==> config.mk <==
export PLATFORM = sky130hd
export DESIGN_NAME = touch_gesture_classifier_core
export DESIGN_NICKNAME = d
export VERILOG_FILES = /design/src/sv/tgc_pkg.sv /design/src/sv/touch_gesture_classifier_core.sv
export VERILOG_INCLUDE_DIRS = /design/src /design/src/sv
export SDC_FILE = /design/constraint.sdc
export NUM_CORES = 1
export LEC_CHECK = 0
export ABC_AREA = 1
export BUFFER_PORTS_ARGS = -buffer_cell sky130_fd_sc_hd__clkbuf_2
export CELL_PAD_IN_SITES_DETAIL_PLACEMENT = 1
export CELL_PAD_IN_SITES_GLOBAL_PLACEMENT = 1
export CORE_MARGIN = 2
export CORE_UTILIZATION = 46
export CTS_CLUSTER_SIZE = 20
export DETAILED_ROUTE_END_ITERATION = 7
export PLACE_DENSITY = 0.91
export SYNTH_ARGS = -nofsm -noshare
export SYNTH_HDL_FRONTEND = slang
export SYNTH_SLANG_ARGS = --single-unit
==> constraint.sdc <==
create_clock -name aclk -period 5.01 [get_ports aclk]
set_input_delay 0.7515 -clock aclk [delete_from_list [all_inputs] [get_ports aclk]]
set_output_delay 0.7515 -clock aclk [all_outputs]
set_load 0.005 [all_outputs]
==> src/sv/assert_macros.svh <==
// Assertion macros for the touch gesture classifier RTL.
// Concurrent forms for simulation; empty bodies when SYNTHESIS is defined.
`ifndef ASSERT_MACROS_SVH
`define ASSERT_MACROS_SVH

`ifndef SYNTHESIS

// Same-cycle implication, disabled while reset is asserted (active low).
`define TGC_ASSERT_IMPL(label, clk, rst_n, ante, cons) \
    label: assert property (@(posedge clk) disable iff (!rst_n) (ante) |-> (cons)) \
        else $error("tgc assertion failed");

// Next-cycle implication, disabled while reset is asserted (active low).
`define TGC_ASSERT_NEXT(label, clk, rst_n, ante, cons) \
    label: assert property (@(posedge clk) disable iff (!rst_n) (ante) |=> (cons)) \
        else $error("tgc assertion failed");

`else

`define TGC_ASSERT_IMPL(label, clk, rst_n, ante, cons)
`define TGC_ASSERT_NEXT(label, clk, rst_n, ante, cons)

`endif

`endif

==> src/sv/tgc_pkg.sv <==
// Package for the touch gesture classifier: field widths, codes, register
// indexes and reset values. No dependencies.
`default_nettype none

package tgc_pkg;

    localparam int unsigned CMD_W    = 2;
    localparam int unsigned ZONE_W   = 2;
    localparam int unsigned POS_W    = 11;
    localparam int unsigned TIME_W   = 32;
    localparam int unsigned GEST_W   = 4;
    localparam int unsigned THR_W    = 10;
    localparam int unsigned MS_W     = 16;
    localparam int unsigned CFG_IDX_W  = 2;
    localparam int unsigned CFG_DATA_W = 16;

    typedef enum logic [CMD_W-1:0] {
        CMD_PRESS   = 2'd0,
        CMD_MOVE    = 2'd1,
        CMD_RELEASE = 2'd2
    } cmd_t;

    typedef enum logic [ZONE_W-1:0] {
        ZONE_SCREEN    = 2'd0,
        ZONE_BUTTON    = 2'd1,
        ZONE_ELSEWHERE = 2'd2
    } zone_t;

    typedef enum logic [GEST_W-1:0] {
        G_NONE   = 4'd0,
        G_TAP    = 4'd1,
        G_DOUBLE = 4'd2,
        G_LONG   = 4'd3,
        G_LEFT   = 4'd4,
        G_RIGHT  = 4'd5,
        G_UP     = 4'd6,
        G_DOWN   = 4'd7,
        G_BUTTON = 4'd8
    } gesture_t;

    typedef enum logic [CFG_IDX_W-1:0] {
        REG_SWIPE_THRESHOLD = 2'd0,
        REG_LONG_TAP        = 2'd1,
        REG_DOUBLE_TAP      = 2'd2
    } cfg_reg_t;

    localparam logic [THR_W-1:0] SWIPE_THRESHOLD_RST = THR_W'(72);
    localparam logic [MS_W-1:0]  LONG_TAP_RST        = MS_W'(800);
    localparam logic [MS_W-1:0]  DOUBLE_TAP_RST      = MS_W'(200);

endpackage

`default_nettype wire

==> src/sv/touch_gesture_classifier_core.sv <==
// Touch gesture classifier: event input register, combinational classify and
// state update, result output register. Depends on tgc_pkg, assert_macros.svh.
//
//  channel | ports                              | direction
//  --------+------------------------------------+----------
//  event   | s_valid/s_ready, s_command..s_time | in
//  result  | m_valid/m_ready, m_gesture..m_held | out
//  config  | cfg_valid/cfg_ready, cfg_index/data| in
//
// One event per cycle while results are accepted; each event passes the input
// register, then classification into the result register, which also updates
// the contact state. A stalled result holds the pipeline; the input register
// still takes a transfer while the result register is free or draining.
// aresetn (sync, low) clears valids, contact state and loads register defaults.
`default_nettype none

module touch_gesture_classifier_core (
    input  wire logic                              aclk,
    input  wire logic                              aresetn,

    input  wire logic                              s_valid,
    output logic                                   s_ready,
    input  wire logic [tgc_pkg::CMD_W-1:0]         s_command,
    input  wire logic [tgc_pkg::ZONE_W-1:0]        s_zone,
    input  wire logic signed [tgc_pkg::POS_W-1:0]  s_pos_x,
    input  wire logic signed [tgc_pkg::POS_W-1:0]  s_pos_y,
    input  wire logic [tgc_pkg::TIME_W-1:0]        s_time_ms,

    output logic                                   m_valid,
    input  wire logic                              m_ready,
    output logic [tgc_pkg::GEST_W-1:0]             m_gesture,
    output logic                                   m_touch_held,
    output logic signed [tgc_pkg::POS_W-1:0]       m_held_x,
    output logic signed [tgc_pkg::POS_W-1:0]       m_held_y,

    input  wire logic                              cfg_valid,
    output logic                                   cfg_ready,
    input  wire logic [tgc_pkg::CFG_IDX_W-1:0]     cfg_index,
    input  wire logic [tgc_pkg::CFG_DATA_W-1:0]    cfg_data
);
    import tgc_pkg::*;

    `include "assert_macros.svh"

    // config registers
    logic [THR_W-1:0] thr_reg;
    logic [MS_W-1:0]  long_ms_reg;
    logic [MS_W-1:0]  dbl_ms_reg;

    // input register
    logic                    in_valid_reg;
    logic [CMD_W-1:0]        in_cmd_reg;
    logic [ZONE_W-1:0]       in_zone_reg;
    logic signed [POS_W-1:0] in_x_reg;
    logic signed [POS_W-1:0] in_y_reg;
    logic [TIME_W-1:0]       in_time_reg;

    // contact state
    logic                    contact_reg, contact_next;
    logic signed [POS_W-1:0] start_x_reg, start_x_next;
    logic signed [POS_W-1:0] start_y_reg, start_y_next;
    logic [TIME_W-1:0]       start_t_reg, start_t_next;
    logic                    tap_valid_reg, tap_valid_next;
    logic [TIME_W-1:0]       tap_t_reg, tap_t_next;

    // result register
    logic                    out_valid_reg;
    gesture_t                out_gest_reg;
    logic                    out_held_reg;
    logic signed [POS_W-1:0] out_x_reg;
    logic signed [POS_W-1:0] out_y_reg;

    logic                    advance;
    gesture_t                swipe_gest;
    gesture_t                gest_next;
    logic signed [POS_W:0]   dx;
    logic signed [POS_W:0]   dy;
    logic signed [POS_W:0]   thr_pos;
    logic signed [POS_W:0]   thr_neg;
    logic [TIME_W-1:0]       hold_ms;
    logic [TIME_W-1:0]       gap_ms;

    assign advance   = in_valid_reg && (!out_valid_reg || m_ready);
    assign s_ready   = !in_valid_reg || advance;
    assign cfg_ready = 1'b1;

    always_ff @(posedge aclk) begin
        if (!aresetn) begin
            thr_reg     <= SWIPE_THRESHOLD_RST;
            long_ms_reg <= LONG_TAP_RST;
            dbl_ms_reg  <= DOUBLE_TAP_RST;
        end else if (cfg_valid) begin
            unique case (cfg_index)
                REG_SWIPE_THRESHOLD: thr_reg     <= cfg_data[THR_W-1:0];
                REG_LONG_TAP:        long_ms_reg <= cfg_data[MS_W-1:0];
                REG_DOUBLE_TAP:      dbl_ms_reg  <= cfg_data[MS_W-1:0];
                default: ;
            endcase
        end
    end

    always_ff @(posedge aclk) begin
        if (!aresetn) begin
            in_valid_reg <= 1'b0;
        end else if (s_ready) begin
            in_valid_reg <= s_valid;
        end
    end

    always_ff @(posedge aclk) begin
        if (s_valid && s_ready) begin
            in_cmd_reg  <= s_command;
            in_zone_reg <= s_zone;
            in_x_reg    <= s_pos_x;
            in_y_reg    <= s_pos_y;
            in_time_reg <= s_time_ms;
        end
    end

    // swipe test: horizontal first, strict compare against threshold
    always_comb begin
        dx      = (POS_W+1)'(in_x_reg) - (POS_W+1)'(start_x_reg);
        dy      = (POS_W+1)'(in_y_reg) - (POS_W+1)'(start_y_reg);
        thr_pos = $signed({{(POS_W+1-THR_W){1'b0}}, thr_reg});
        thr_neg = -thr_pos;
        priority if (dx > thr_pos) begin
            swipe_gest = G_RIGHT;
        end else if (dx < thr_neg) begin
            swipe_gest = G_LEFT;
        end else if (dy > thr_pos) begin
            swipe_gest = G_DOWN;
        end else if (dy < thr_neg) begin
            swipe_gest = G_UP;
        end else begin
            swipe_gest = G_NONE;
        end
    end

    assign hold_ms = in_time_reg - start_t_reg;
    assign gap_ms  = in_time_reg - tap_t_reg;

    always_comb begin
        gest_next      = G_NONE;
        contact_next   = contact_reg;
        start_x_next   = start_x_reg;
        start_y_next   = start_y_reg;
        start_t_next   = start_t_reg;
        tap_valid_next = tap_valid_reg;
        tap_t_next     = tap_t_reg;
        unique case (in_cmd_reg)
            CMD_PRESS: begin
                if (in_zone_reg == ZONE_SCREEN) begin
                    contact_next = 1'b1;
                    start_x_next = in_x_reg;
                    start_y_next = in_y_reg;
                    start_t_next = in_time_reg;
                end else if (in_zone_reg == ZONE_BUTTON) begin
                    gest_next = G_BUTTON;
                end
            end
            CMD_MOVE: begin
                if (contact_reg && in_zone_reg != ZONE_SCREEN) begin
                    contact_next = 1'b0;
                    gest_next    = swipe_gest;
                end
            end
            CMD_RELEASE: begin
                if (contact_reg) begin
                    contact_next = 1'b0;
                    priority if (swipe_gest != G_NONE) begin
                        gest_next      = swipe_gest;
                        tap_valid_next = 1'b0;
                    end else if (hold_ms >= TIME_W'(long_ms_reg)) begin
                        gest_next      = G_LONG;
                        tap_valid_next = 1'b0;
                    end else if (tap_valid_reg && gap_ms <= TIME_W'(dbl_ms_reg)) begin
                        gest_next      = G_DOUBLE;
                        tap_valid_next = 1'b0;
                    end else begin
                        gest_next      = G_TAP;
                        tap_valid_next = 1'b1;
                        tap_t_next     = in_time_reg;
                    end
                end
            end
            default: ;
        endcase
    end

    always_ff @(posedge aclk) begin
        if (!aresetn) begin
            contact_reg   <= 1'b0;
            start_x_reg   <= '0;
            start_y_reg   <= '0;
            start_t_reg   <= '0;
            tap_valid_reg <= 1'b0;
            tap_t_reg     <= '0;
        end else if (advance) begin
            contact_reg   <= contact_next;
            start_x_reg   <= start_x_next;
            start_y_reg   <= start_y_next;
            start_t_reg   <= start_t_next;
            tap_valid_reg <= tap_valid_next;
            tap_t_reg     <= tap_t_next;
        end
    end

    always_ff @(posedge aclk) begin
        if (!aresetn) begin
            out_valid_reg <= 1'b0;
        end else if (advance) begin
            out_valid_reg <= 1'b1;
        end else if (m_ready) begin
            out_valid_reg <= 1'b0;
        end
    end

    always_ff @(posedge aclk) begin
        if (advance) begin
            out_gest_reg <= gest_next;
            out_held_reg <= contact_next;
            out_x_reg    <= contact_next ? start_x_next : '0;
            out_y_reg    <= contact_next ? start_y_next : '0;
        end
    end

    assign m_valid      = out_valid_reg;
    assign m_gesture    = out_gest_reg;
    assign m_touch_held = out_held_reg;
    assign m_held_x     = out_x_reg;
    assign m_held_y     = out_y_reg;

    `TGC_ASSERT_IMPL(a_released_pos_zero, aclk, aresetn,
        m_valid && !m_touch_held, m_held_x == '0 && m_held_y == '0)
    `TGC_ASSERT_IMPL(a_stall_only_when_full, aclk, aresetn,
        !s_ready, in_valid_reg && out_valid_reg && !m_ready)
    `TGC_ASSERT_NEXT(a_transfer_lands, aclk, aresetn,
        s_valid && s_ready, in_valid_reg)
    `TGC_ASSERT_NEXT(a_button_keeps_contact, aclk, aresetn,
        advance && in_cmd_reg == CMD_PRESS && in_zone_reg == ZONE_BUTTON,
        contact_reg == $past(contact_reg) && m_gesture == G_BUTTON)

endmodule

`default_nettype wire
**After elaboration in Yosys (flattened, before gate mapping)**

Index checks and enable logic that the tools add are counted.

- Flip-flop bits (word level): 217
- Input bits: 81
- Word-level logic and storage cells: 83

- $add $sub $neg: 5
- Magnitude comparators: 6
- Equality and inequality tests: 5
- Mux-type cells: 24
- Bitwise logic cells: 3
- Reductions and logical operators: 20

Operators by type and width:

| cell | count |
|---|---|
| 32-bit subtractor | 2 |
| 11-bit 2-to-1 mux | 4 |
| 32-bit by 16-bit >= comparator with 1-bit output | 1 |
| 32-bit by 16-bit <= comparator with 1-bit output | 1 |
| 12-bit by 11-bit greater-than comparator with 1-bit output | 2 |
| 12-bit less-than comparator | 2 |
| 11-bit by 11-bit subtractor with 12-bit output | 2 |
| 4-bit 2-to-1 mux | 5 |
| 3-bit 2-to-1 mux | 4 |
| 10-bit negator with 12-bit output | 1 |
| 4-bit one-hot mux with 3 select lines | 1 |
| 1-bit 2-to-1 mux | 7 |
| 2-bit by 1-bit equality test with 1-bit output, second input constant | 3 |
| 2-bit logical NOT | 3 |
| 2-bit AND reduction | 3 |
| 3-bit AND reduction | 2 |
| 6-bit AND reduction | 1 |
| 2-bit equality test, second input constant | 2 |
| 1-bit logical AND | 4 |
| 2-bit 2-to-1 mux | 2 |
| 2-bit nonzero test | 2 |
| 4-bit nonzero test | 1 |
| 1-bit inverter | 3 |
| 1-bit one-hot mux with 3 select lines | 1 |
| 2 further kinds | 4 |

**Logic depth before layout (Yosys ltp)**

Gate-level depths: netlist of run 1.

- Depth in word-level cells: 10
- Gate-level depth with buffers: 29

**Least setup slack after synthesis of run 1**

Ideal clock, no wire load.

- Path kind: flip-flop to flip-flop
- From: register in_time_reg[0]
- To: register out_gest_reg[0], in the netlist m_gesture[0] (data pin)
- Library setup time: 0.259 ns
- Data arrival time: 3.102 ns
- Setup slack: 1.649 ns
- Cell stages (with the launch flop): 26
- Buffers on the path: 1
- Period minus slack after synthesis: 3.361 ns
- Cells stage by stage: edfxtp_1 inv_1 ha_1 fa_1 inv_1 nand3_1 nand3_1 nand2_1 nand2_1 nand2_1 nand2_1 xor2_1 ha_1 nand2_1 o21ai_0 nor2_1 nand2_1 nand2_1 nand3_1 nor2_1 nand3_1 nor3_1 nand2_2 buf_2 o211ai_1 nand2_1

- Word-level cells in the longest chain between the ends: 8

Ends and longest elaborated chain:

| element | RTL line | RTL |
|---|---|---|
| from (decl) | touch_gesture_classifier_core.sv:56 | `logic [TIME_W-1:0] in_time_reg;` |
| from (signal assigned) | touch_gesture_classifier_core.sv:116 | `in_time_reg <= s_time_ms;` |
| 32-bit subtractor | touch_gesture_classifier_core.sv:140 | `assign gap_ms = in_time_reg - tap_t_reg;` |
| 32-bit by 16-bit <= comparator with 1-bit output | touch_gesture_classifier_core.sv:176 | `end else if (tap_valid_reg && gap_ms <= TIME_W'(dbl_ms_reg)) begin` |
| 1-bit logical AND | touch_gesture_classifier_core.sv:176 |  |
| 2-bit 2-to-1 mux | touch_gesture_classifier_core.sv:176 |  |
| 2-bit 2-to-1 mux (*) | touch_gesture_classifier_core.sv:173 | `end else if (hold_ms >= TIME_W'(long_ms_reg)) begin` |
| 4-bit 2-to-1 mux (*) | touch_gesture_classifier_core.sv:170 | `priority if (swipe_gest != G_NONE) begin` |
| 4-bit 2-to-1 mux (*) | touch_gesture_classifier_core.sv:168 | `if (contact_reg) begin` |
| 4-bit one-hot mux with 3 select lines (*) | touch_gesture_classifier_core.sv:150 | `unique case (in_cmd_reg)` |
| net gest_next[0] | touch_gesture_classifier_core.sv:75 | `gesture_t gest_next;` |
| to (signal assigned) | touch_gesture_classifier_core.sv:220 | `out_gest_reg <= gest_next;` |
| to (decl) | touch_gesture_classifier_core.sv:68 | `gesture_t out_gest_reg;` |

Mark *: on every way through the listed nets, which the timed path passes. The rest lies on a longest branch.
A chain may end at the register's enable or synchronous reset.

**Worst setup path after layout of run 1**

- From: register in_time_reg[1]
- To: register tap_t_reg[0]

- Word-level cells in the longest chain between the ends: 5

Ends and longest elaborated chain:

| element | RTL line | RTL |
|---|---|---|
| 32-bit subtractor | touch_gesture_classifier_core.sv:140 |  |
| 32-bit by 16-bit <= comparator with 1-bit output | touch_gesture_classifier_core.sv:176 |  |
| 1-bit logical AND | touch_gesture_classifier_core.sv:176 |  |
| 1-bit inverter (no line) | n/a |  |
| 6-bit AND reduction (no line) (*) | n/a |  |
| to (signal assigned) | touch_gesture_classifier_core.sv:204 | `tap_t_reg <= tap_t_next;` |
| to (decl) | touch_gesture_classifier_core.sv:64 | `logic [TIME_W-1:0] tap_t_reg, tap_t_next;` |

Mark *: on every way between the ends. The rest lies on a longest branch, timed or not.

==> results.toml, run 1 <==
[outcome]
outcome = "completed"

[detailed_routing]
first_pass_iters = 5
drt-wirelength-per-cell_um = 18.0
ant_nets = 0
vias_per_cell = 5.39
wirelength_mm = 50.7
drt-initial-drc-count = 574
drc = 0
vias = 15200

[sta]
finalSetupViolCount = 0
period_minus_slack_ps = 4680
slew_violations = 0
finClkSkew_ps = 13.0
hold_violations = 0
fmax_mhz = 214
grt_setup_unrepaired = "false"
tns_ps = 0
slew-limit-headroom_pct = 17.5
tightest_slew_ps = 1240
period_share_pct = 93.4

[floorplan]
die_x_um = 188
rows = 67
core_um2 = 33400
die_area_um2 = 35200
initial_core_util_pct = 46.5
die_h_um = 188
io_pins = 111

[clock_network]
clock_path_buffers = 3
cts-root-buf = "clkbuf_16"
postCtsHoldBufs = 0
numCtsBuffers = 27
clk_pin_slew_ps = 60
cts_tree = "done"
clk-insertion-delay-late_ps = 560
htree_levels = 1
cts.repair.resized = 0
cts_sinks = 217
post-cts-setup-buffers = 0

[synthesis]
syn_nets = 2494
yosys-top-cells-count = "583 x nand2_1, 416 x inv_1, 199 x nor2_1"
seq_area_frac_synth_pct = 33.5
avgSynthCellArea_um2 = 6.90
synth_seq_cells = 217
synthFlopType = "dfxtp_1"
synth_top_area_cell = "dfxtp_1"
postSynthCellCount = 2250
synth.most_common_cell = "nand2_1"
syn_area_um2 = 15500
yosys_warnings = 0
synth_edf_count = 85
synthArstFlopShare_pct = 0
synthTopCellsByArea = "dfxtp_1 17%, edfxtp_1 16%, nand2_1 14%, ha_1 13%, inv_1 10%"
yosysTopAreaCellShare_pct = 17.0
ys_types = 41

[placement]
place_inst = 2764
port_buffers = 109
gp_congestion = 0.964
hpwlAfterDp_mm = 39.6

[critical_path]
worstReg2RegEnd = "tap_t_reg[0]"
path_max_fanout = 32
end_kind = "flip-flop"
cpPeakStageDelay_ps = 660
cp_common_cell = "nand2_1"
regToRegStartpoint = "in_time_reg[1]"
cp-start-kind = "flip-flop"
crit_type = "flip-flop to flip-flop"
crit_cells = 25
cp-startpoint = "in_time_reg[1]"
cp.required_ps = 5500
cpLargestDelayFamily = "simple AND/OR/NAND/NOR gates"
endpoint = "tap_t_reg[0]"
crit_buf_inv = 2
r2r.worst_path.cells = 25
ff2ff_setup_slack_ps = 330
slowest_stage = "nor2_4"
crit_arrival_ps = 5170

[run]
drv_cap = 0

[cells_and_area]
post-route-util_pct = 52.1
nNetsFinal = 2589
syn2layout_area_growth_pct = 11.9
diodes = 0
drive_gt1_share_pct = 7.99
final_cells = 2814

[pwr]
power_density_nw_per_um2 = 283
finalPower_mw = 4.91
irDropWorstVdd_mv = 0.294
leakage_nw = 8.49

[global_route]
grt_pass1_vias = 16200
grt_pass1_wl_mm = 81.5
antenna_found_initial = 0
grt_use_total_pct = 28.7
overflow = 0
grt_max_degree = 128

[hold_path]
min_path_type = "input pin to flip-flop"
==> how the worst min path moves through the flow <==
| stage | slack [ps] | cells after the start | start | end |
|---|---|---|---|---|
| after floorplan | 440 | 2 | dbl_ms_reg[14] | dbl_ms_reg[14] |
| after global placement | 450 | 2 | long_ms_reg[1] | long_ms_reg[1] |
| after detailed placement | 470 | 2 | start_y_reg[2] | start_y_reg[2] |
| after CTS | 340 | 1 | s_pos_y[0] | in_y_reg[0] |
| after global routing | 350 | 1 | s_time_ms[18] | in_time_reg[18] |
| final | 360 | 1 | s_time_ms[21] | in_time_reg[21] |
==> cells in the final DEF (no fill, tap or decap), types with 4 or more instances in the layout <==
cell       count
nand2_1      583
inv_1        415
nor2_1       198
a21oi_1      182
ha_1         159
o21ai_0      137
dfxtp_1      132
clkbuf_2     108
nand3_1       94
edfxtp_1      85
xor2_1        51
nand4_1       50
clkbuf_16     28
nor3_1        21
o211ai_1      10
xnor2_1        8
nor2_2         8
clkbuf_8       8
o21bai_1       7
inv_2          7
and2_1         7
buf_4          7
a31oi_1        6
nand2_2        6
nand3b_1       5
inv_6          5
a21o_1         4
a211oi_1       4
fa_1           4
==> final cells by class <==
type | instances | area (um2)
Inverter | 422 | 1580
Fill cell | 4466 | 16000
Timing Repair Buffer | 115 | 593
Clock inverter | 10 | 71.3
Sequential cell | 217 | 5190
Clock buffer | 40 | 830
Multi-Input combinational cell | 1562 | 8540
Tap cell | 448 | 561
==> per-stage QoR <==
stage / area [um2] / worst slack, ps / hold WS, ps
floorplan: 15500 / 1650 / 435
global placement: 16500 / 659 / 453
detailed placement: 16500 / 543 / 474
CTS: 17400 / 431 / 340
global route: 17400 / 57.7 / 346
finish: 17400 / 330 / 362
==> report_power, final <==
group	total [mW]	switching [mW]	internal, mW
registers	1.95	0.0485	1.90
clock network	1.99	0.834	1.15
logic	0.972	0.635	0.337
total	4.91	1.52	3.39
==> per-layer routing <==
metal / share of wire (%) / vias to the layer above / global-route usage, %
li1: - / 7388 / -
met1: 41 / 7327 / 32.8
met2: 52 / 338 / 55.0
met3: 3.6 / 111 / 3.16
met4: 3.8 / 0 / 10.2
met5: 0 / - / 0
==> kinds of logic (layout without fill, tap and decap cells) <==
group | after synthesis | in the layout | share of synthesized area (%)
buf+inv | 471 | 587 | 11.6
flops | 217 | 217 | 33.5
xor+xnor | 59 | 59 | 3.33
other cells | 1 | 1 | 0.0241
fa+ha+maj | 163 | 163 | 13.3
compound gates | 356 | 356 | 12.0
simple gates | 983 | 983 | 26.3
==> worst register-to-register path: cells and delay by family, from the launching register on <==
family | cells | cell delay (ps)
and+or+nand+nor | 20 | 2830
buffers and inverters | 2 | 310
xor gates and xnor gates | 1 | 280
DFF | 1 | 490
adders and majority gates | 2 | 680
(Power assumes the default switching activity.)
==> inputs of run 2 (changes only) <==
Settings changed: CORE_UTILIZATION 46 to 48, PLACE_DENSITY 0.91 to 0.94.
==> results.toml, run 2 (synthesized netlist as in run 1, its figures left out) <==
[global_route]
grt_pass1_vias = 16200
grt_max_degree = 81
overflow = 0
antenna_found_initial = 0
grt_use_total_pct = 30.8
grt_pass1_wl_mm = 82.6

[clock_network]
htree_levels = 1
clk_pin_slew_ps = 60
cts_sinks = 217
clk-insertion-delay-late_ps = 570
postCtsHoldBufs = 0
cts_tree = "done"
cts.repair.resized = 0
numCtsBuffers = 27
post-cts-setup-buffers = 0
cts-root-buf = "clkbuf_16"
clock_path_buffers = 3

[critical_path]
ff2ff_setup_slack_ps = 250
cpPeakStageDelay_ps = 530
crit_arrival_ps = 5240
path_max_fanout = 17
crit_type = "flip-flop to flip-flop"
cp.required_ps = 5490
cp_common_cell = "nand2_1"
cp-start-kind = "flip-flop"
slowest_stage = "fa_1"
end_kind = "flip-flop"
crit_buf_inv = 2
cpLargestDelayFamily = "simple AND/OR/NAND/NOR gates"

[cells_and_area]
nNetsFinal = 2591
drive_gt1_share_pct = 8.07
diodes = 0
fillers = 4211
layout_commonest_cell = "nand2_1"
multi_input_area_um2 = 8550
final_cell_mix = "583 x nand2_1, 415 x inv_1, 198 x nor2_1"
final_cells = 2770
regArea_um2 = 5190
syn2layout_area_growth_pct = 11.5
post-route-util_pct = 54.6

[placement]
gp_congestion = 0.954
hpwlAfterDp_mm = 40.2
port_buffers = 109
place_inst = 2719

[sta]
fmax_mhz = 210
finClkSkew_ps = 25.9
tightest_slew_ps = 1240
slew-limit-headroom_pct = 17.2
slew_violations = 0
period_share_pct = 94.9
hold_violations = 0
tns_ps = 0
finalSetupViolCount = 0
worst_hold_slack_ps = 360
grt_setup_unrepaired = "false"
period_minus_slack_ps = 4760

[run]
drv_cap = 0

[detailed_routing]
ant_nets = 0
drt-initial-drc-count = 680
first_pass_iters = 5
drc = 0
drt-wirelength-per-cell_um = 18.7
vias = 15200
wirelength_mm = 51.7
vias_per_cell = 5.48

[pwr]
irDropWorstVdd_mv = 0.263
power_density_nw_per_um2 = 280
leakage_nw = 8.48

[floorplan]
core_um2 = 31700
initial_core_util_pct = 49.0
die_h_um = 184
die_area_um2 = 33800
io_pins = 111
die_x_um = 184
rows = 65

[outcome]
outcome = "completed"

[hold_path]
min_path_type = "input pin to flip-flop"
## run 2: cell count changes in the layout (fill, tap and decap cells not counted), sizes merged
cell,before,now
clkinv,3,9
clkbuf,148,143
buf,7,8
inv,429,428
nor2,208,209
## run 2: final cells by class
type,count,area share [%]
repair buffers,116,3.47
clock inverters,15,0.600
multi-input cells,1563,49.4
clock buffers,35,4.43
flip-flops and latches,217,30.0
inverters,422,9.15
well taps,402,2.91
## run 2: power breakdown
| part | internal (mW) | switching (mW) |
|---|---|---|
| logic | 0.339 | 0.644 |
| registers | 1.90 | 0.0468 |
| clock network | 1.09 | 0.827 |
| total | 3.33 | 1.52 |
## run 2: layer usage
| layer | track usage, % | vias to the layer above | part of all wire [%] |
|---|---|---|---|
| met1 | 34.7 | 7276 | 40 |
| met3 | 3.23 | 143 | 3.7 |
| li1 | - | 7404 | - |
| met2 | 58.8 | 357 | 52 |
| met4 | 12.5 | 0 | 4.4 |
| met5 | 0 | - | 0 |
## run 2: per-stage QoR
| stage | instance area (um2) | worst slack [ps] | total power, mW |
|---|---|---|---|
| 3_5_place_dp | 16400 | 355 | 2.94 |
| 2_1_floorplan | 15500 | 1650 | 2.63 |
| 5_1_grt | 17300 | 29.5 | 5.07 |
| 4_1_cts | 17300 | 206 | 4.87 |
| 3_3_place_gp | 16400 | 582 | 2.89 |
| 6_report | 17300 | 254 | 4.85 |
## run 2: worst register-to-register path, stage by stage, from the launching register on
cell and delay [ps]:
edfxtp_1 520, inv_1 160, fa_1 530, inv_1 110, nand3_1 70, nand3_1 200
nand2_1 80, nand2_1 180, nand2_1 90, nand2_1 150, xor2_1 110, ha_1 310
nand2_1 50, o21ai_0 230, nor2_1 100, nand2_1 70, nand2_1 100, nand3_1 90
nor2_1 40, nand3_1 60, nor3_1 60, nand2_2 300, nand3_2 270, nor2_4 510
nor2_1 150, nor2_1 160
## run 2: final timing paths
check | start | to | cells past startpoint
max reg2reg | in_time_reg[1] | tap_t_reg[3] | 25
max | in_time_reg[1] | tap_t_reg[3] | 25
min reg2reg | start_y_reg[6] | start_y_reg[6] | 2
min | s_pos_y[4] | in_y_reg[4] | 1
==> inputs of run 3 (changes only) <==
Settings changed: CORE_MARGIN 2 to 10, CORE_UTILIZATION 48 to 30, PLACE_DENSITY 0.94 to 0.66.
==> results.toml, run 3 (synthesized netlist as in run 1, its figures left out) <==
[outcome]
outcome = "completed"

[floorplan]
rows = 83
die_area_um2 = 61300
die_x_um = 248
io_pins = 111
initial_core_util_pct = 30.3
die_h_um = 248
core_um2 = 51300

[sta]
slew-limit-headroom_pct = 23.0
period_share_pct = 90.1
worst_hold_slack_ps = 354
slew_violations = 0
fmax_mhz = 222
grt_setup_unrepaired = "false"
hold_violations = 0
tns_ps = 0
fin_ws_ps = 496
period_minus_slack_ps = 4510
finalSetupViolCount = 0
finClkSkew_ps = 21.4
tightest_slew_ps = 1150

[critical_path]
r2r.worst_path.cells = 25
cp.required_ps = 5490
regToRegStartpoint = "in_time_reg[1]"
worstReg2RegEnd = "tap_t_reg[14]"
cp-start-kind = "flip-flop"
end_kind = "flip-flop"
endpoint = "tap_t_reg[14]"
crit_type = "flip-flop to flip-flop"
crit_arrival_ps = 5000
cp-startpoint = "in_time_reg[1]"
path_max_fanout = 32
ff2ff_setup_slack_ps = 500

[detailed_routing]
drt-wirelength-per-cell_um = 17.3
vias_per_cell = 4.79
vias = 14600
drt-initial-drc-count = 571
wirelength_mm = 52.6
ant_nets = 0
drc = 0
first_pass_iters = 5

[clock_network]
clock_path_buffers = 3
cts_tree = "done"
cts-root-buf = "clkbuf_16"
cts_sinks = 217
htree_levels = 1
numCtsBuffers = 27
clk-insertion-delay-late_ps = 570
clk_pin_slew_ps = 60
cts.repair.resized = 0
postCtsHoldBufs = 0
post-cts-setup-buffers = 0

[pwr]
power_density_nw_per_um2 = 290
irDropWorstVdd_mv = 0.267
finalPower_mw = 5.16
leakage_nw = 8.52

[run]
drv_cap = 0

[global_route]
overflow = 0
grt_pass1_wl_mm = 82.6
antenna_found_initial = 0
grt_max_degree = 78
grt_use_total_pct = 16.9
grt_pass1_vias = 15300

[placement]
hpwlAfterDp_mm = 43.1
gp_congestion = 0.886
postPlaceCellArea_um2 = 16800
place_inst = 2996
dp_slack_ps = 449
port_buffers = 109

[cells_and_area]
diodes = 0
post-route-util_pct = 34.7
stdcell_area_um2 = 17800
layout_commonest_cell = "nand2_1"
nNetsFinal = 2589
fillers = 6536
final_cells = 3046
drive_gt1_share_pct = 7.99
syn2layout_area_growth_pct = 14.5
final_cell_mix = "583 x nand2_1, 415 x inv_1, 197 x nor2_1"

[hold_path]
min_path_type = "input pin to flip-flop"
[run 3: cell types whose count changed in the layout (fill, tap and decap cells not counted), moves of 2 or more]
| cell | change |
|---|---|
| bufinv_16 | +7 |
| clkbuf_8 | -4 |
| clkinv_1 | +3 |
| clkinv_2 | -3 |
| clkinv_4 | -2 |
| clkinvlp_4 | +3 |
| inv_4 | -2 |
| inv_6 | -2 |
[run 3: per-layer routing]
metal	global-route usage, %	vias up	wire length [um]
li1	-	7390	-
met3	2.18	70	1750
met2	31.6	209	26500
met5	0	-	0
met1	19.9	6912	22800
met4	4.34	0	1420
[run 3: critical path, stage by stage (launching register included)]
cell      delay [ps]
edfxtp_1         510
inv_1            180
fa_1             480
inv_1            100
nand3_1           70
nand3_1          200
nand2_1           80
nand2_1          170
nand2_1           80
nand2_1          140
xor2_1           120
ha_1             310
nand4_1          120
nor2_1           170
nand2_1           90
nand2_1           60
nand2_1           50
nand3_1           60
nor2_1            40
nand3_1           60
nor3_1            50
nand2_2          180
nand3_2          150
nor2_4           650
nor2_1           100
nor2_1           150
[run 3: final cells by class]
class                           count  area (um2)  area share (%)
Sequential cell                   217        5190            29.2
Multi-Input combinational cell   1562        8550            48.1
Timing Repair Buffer              115         593            3.33
Clock buffer                       30         708            3.98
Inverter                          422        1580            8.91
Clock inverter                     20         305            1.72
Tap cell                          680         851            4.78
[run 3: where the power goes]
group	leakage, nW	internal [mW]	switching [mW]
Sequential	1.90	1.90	0.0477
Combinational	6.14	0.336	0.635
Clock	0.486	1.39	0.852
[run 3: how the worst min path moves through the flow]
stage	cells after the start	end	startpoint	slack (ps)
after floorplan	2	dbl_ms_reg[14]	dbl_ms_reg[14]	440
after global placement	2	long_ms_reg[4]	long_ms_reg[4]	460
after detailed placement	2	dbl_ms_reg[1]	dbl_ms_reg[1]	460
after CTS	1	in_x_reg[10]	s_pos_x[10]	330
after global routing	1	in_cmd_reg[1]	s_command[1]	330
final	1	in_x_reg[10]	s_pos_x[10]	350
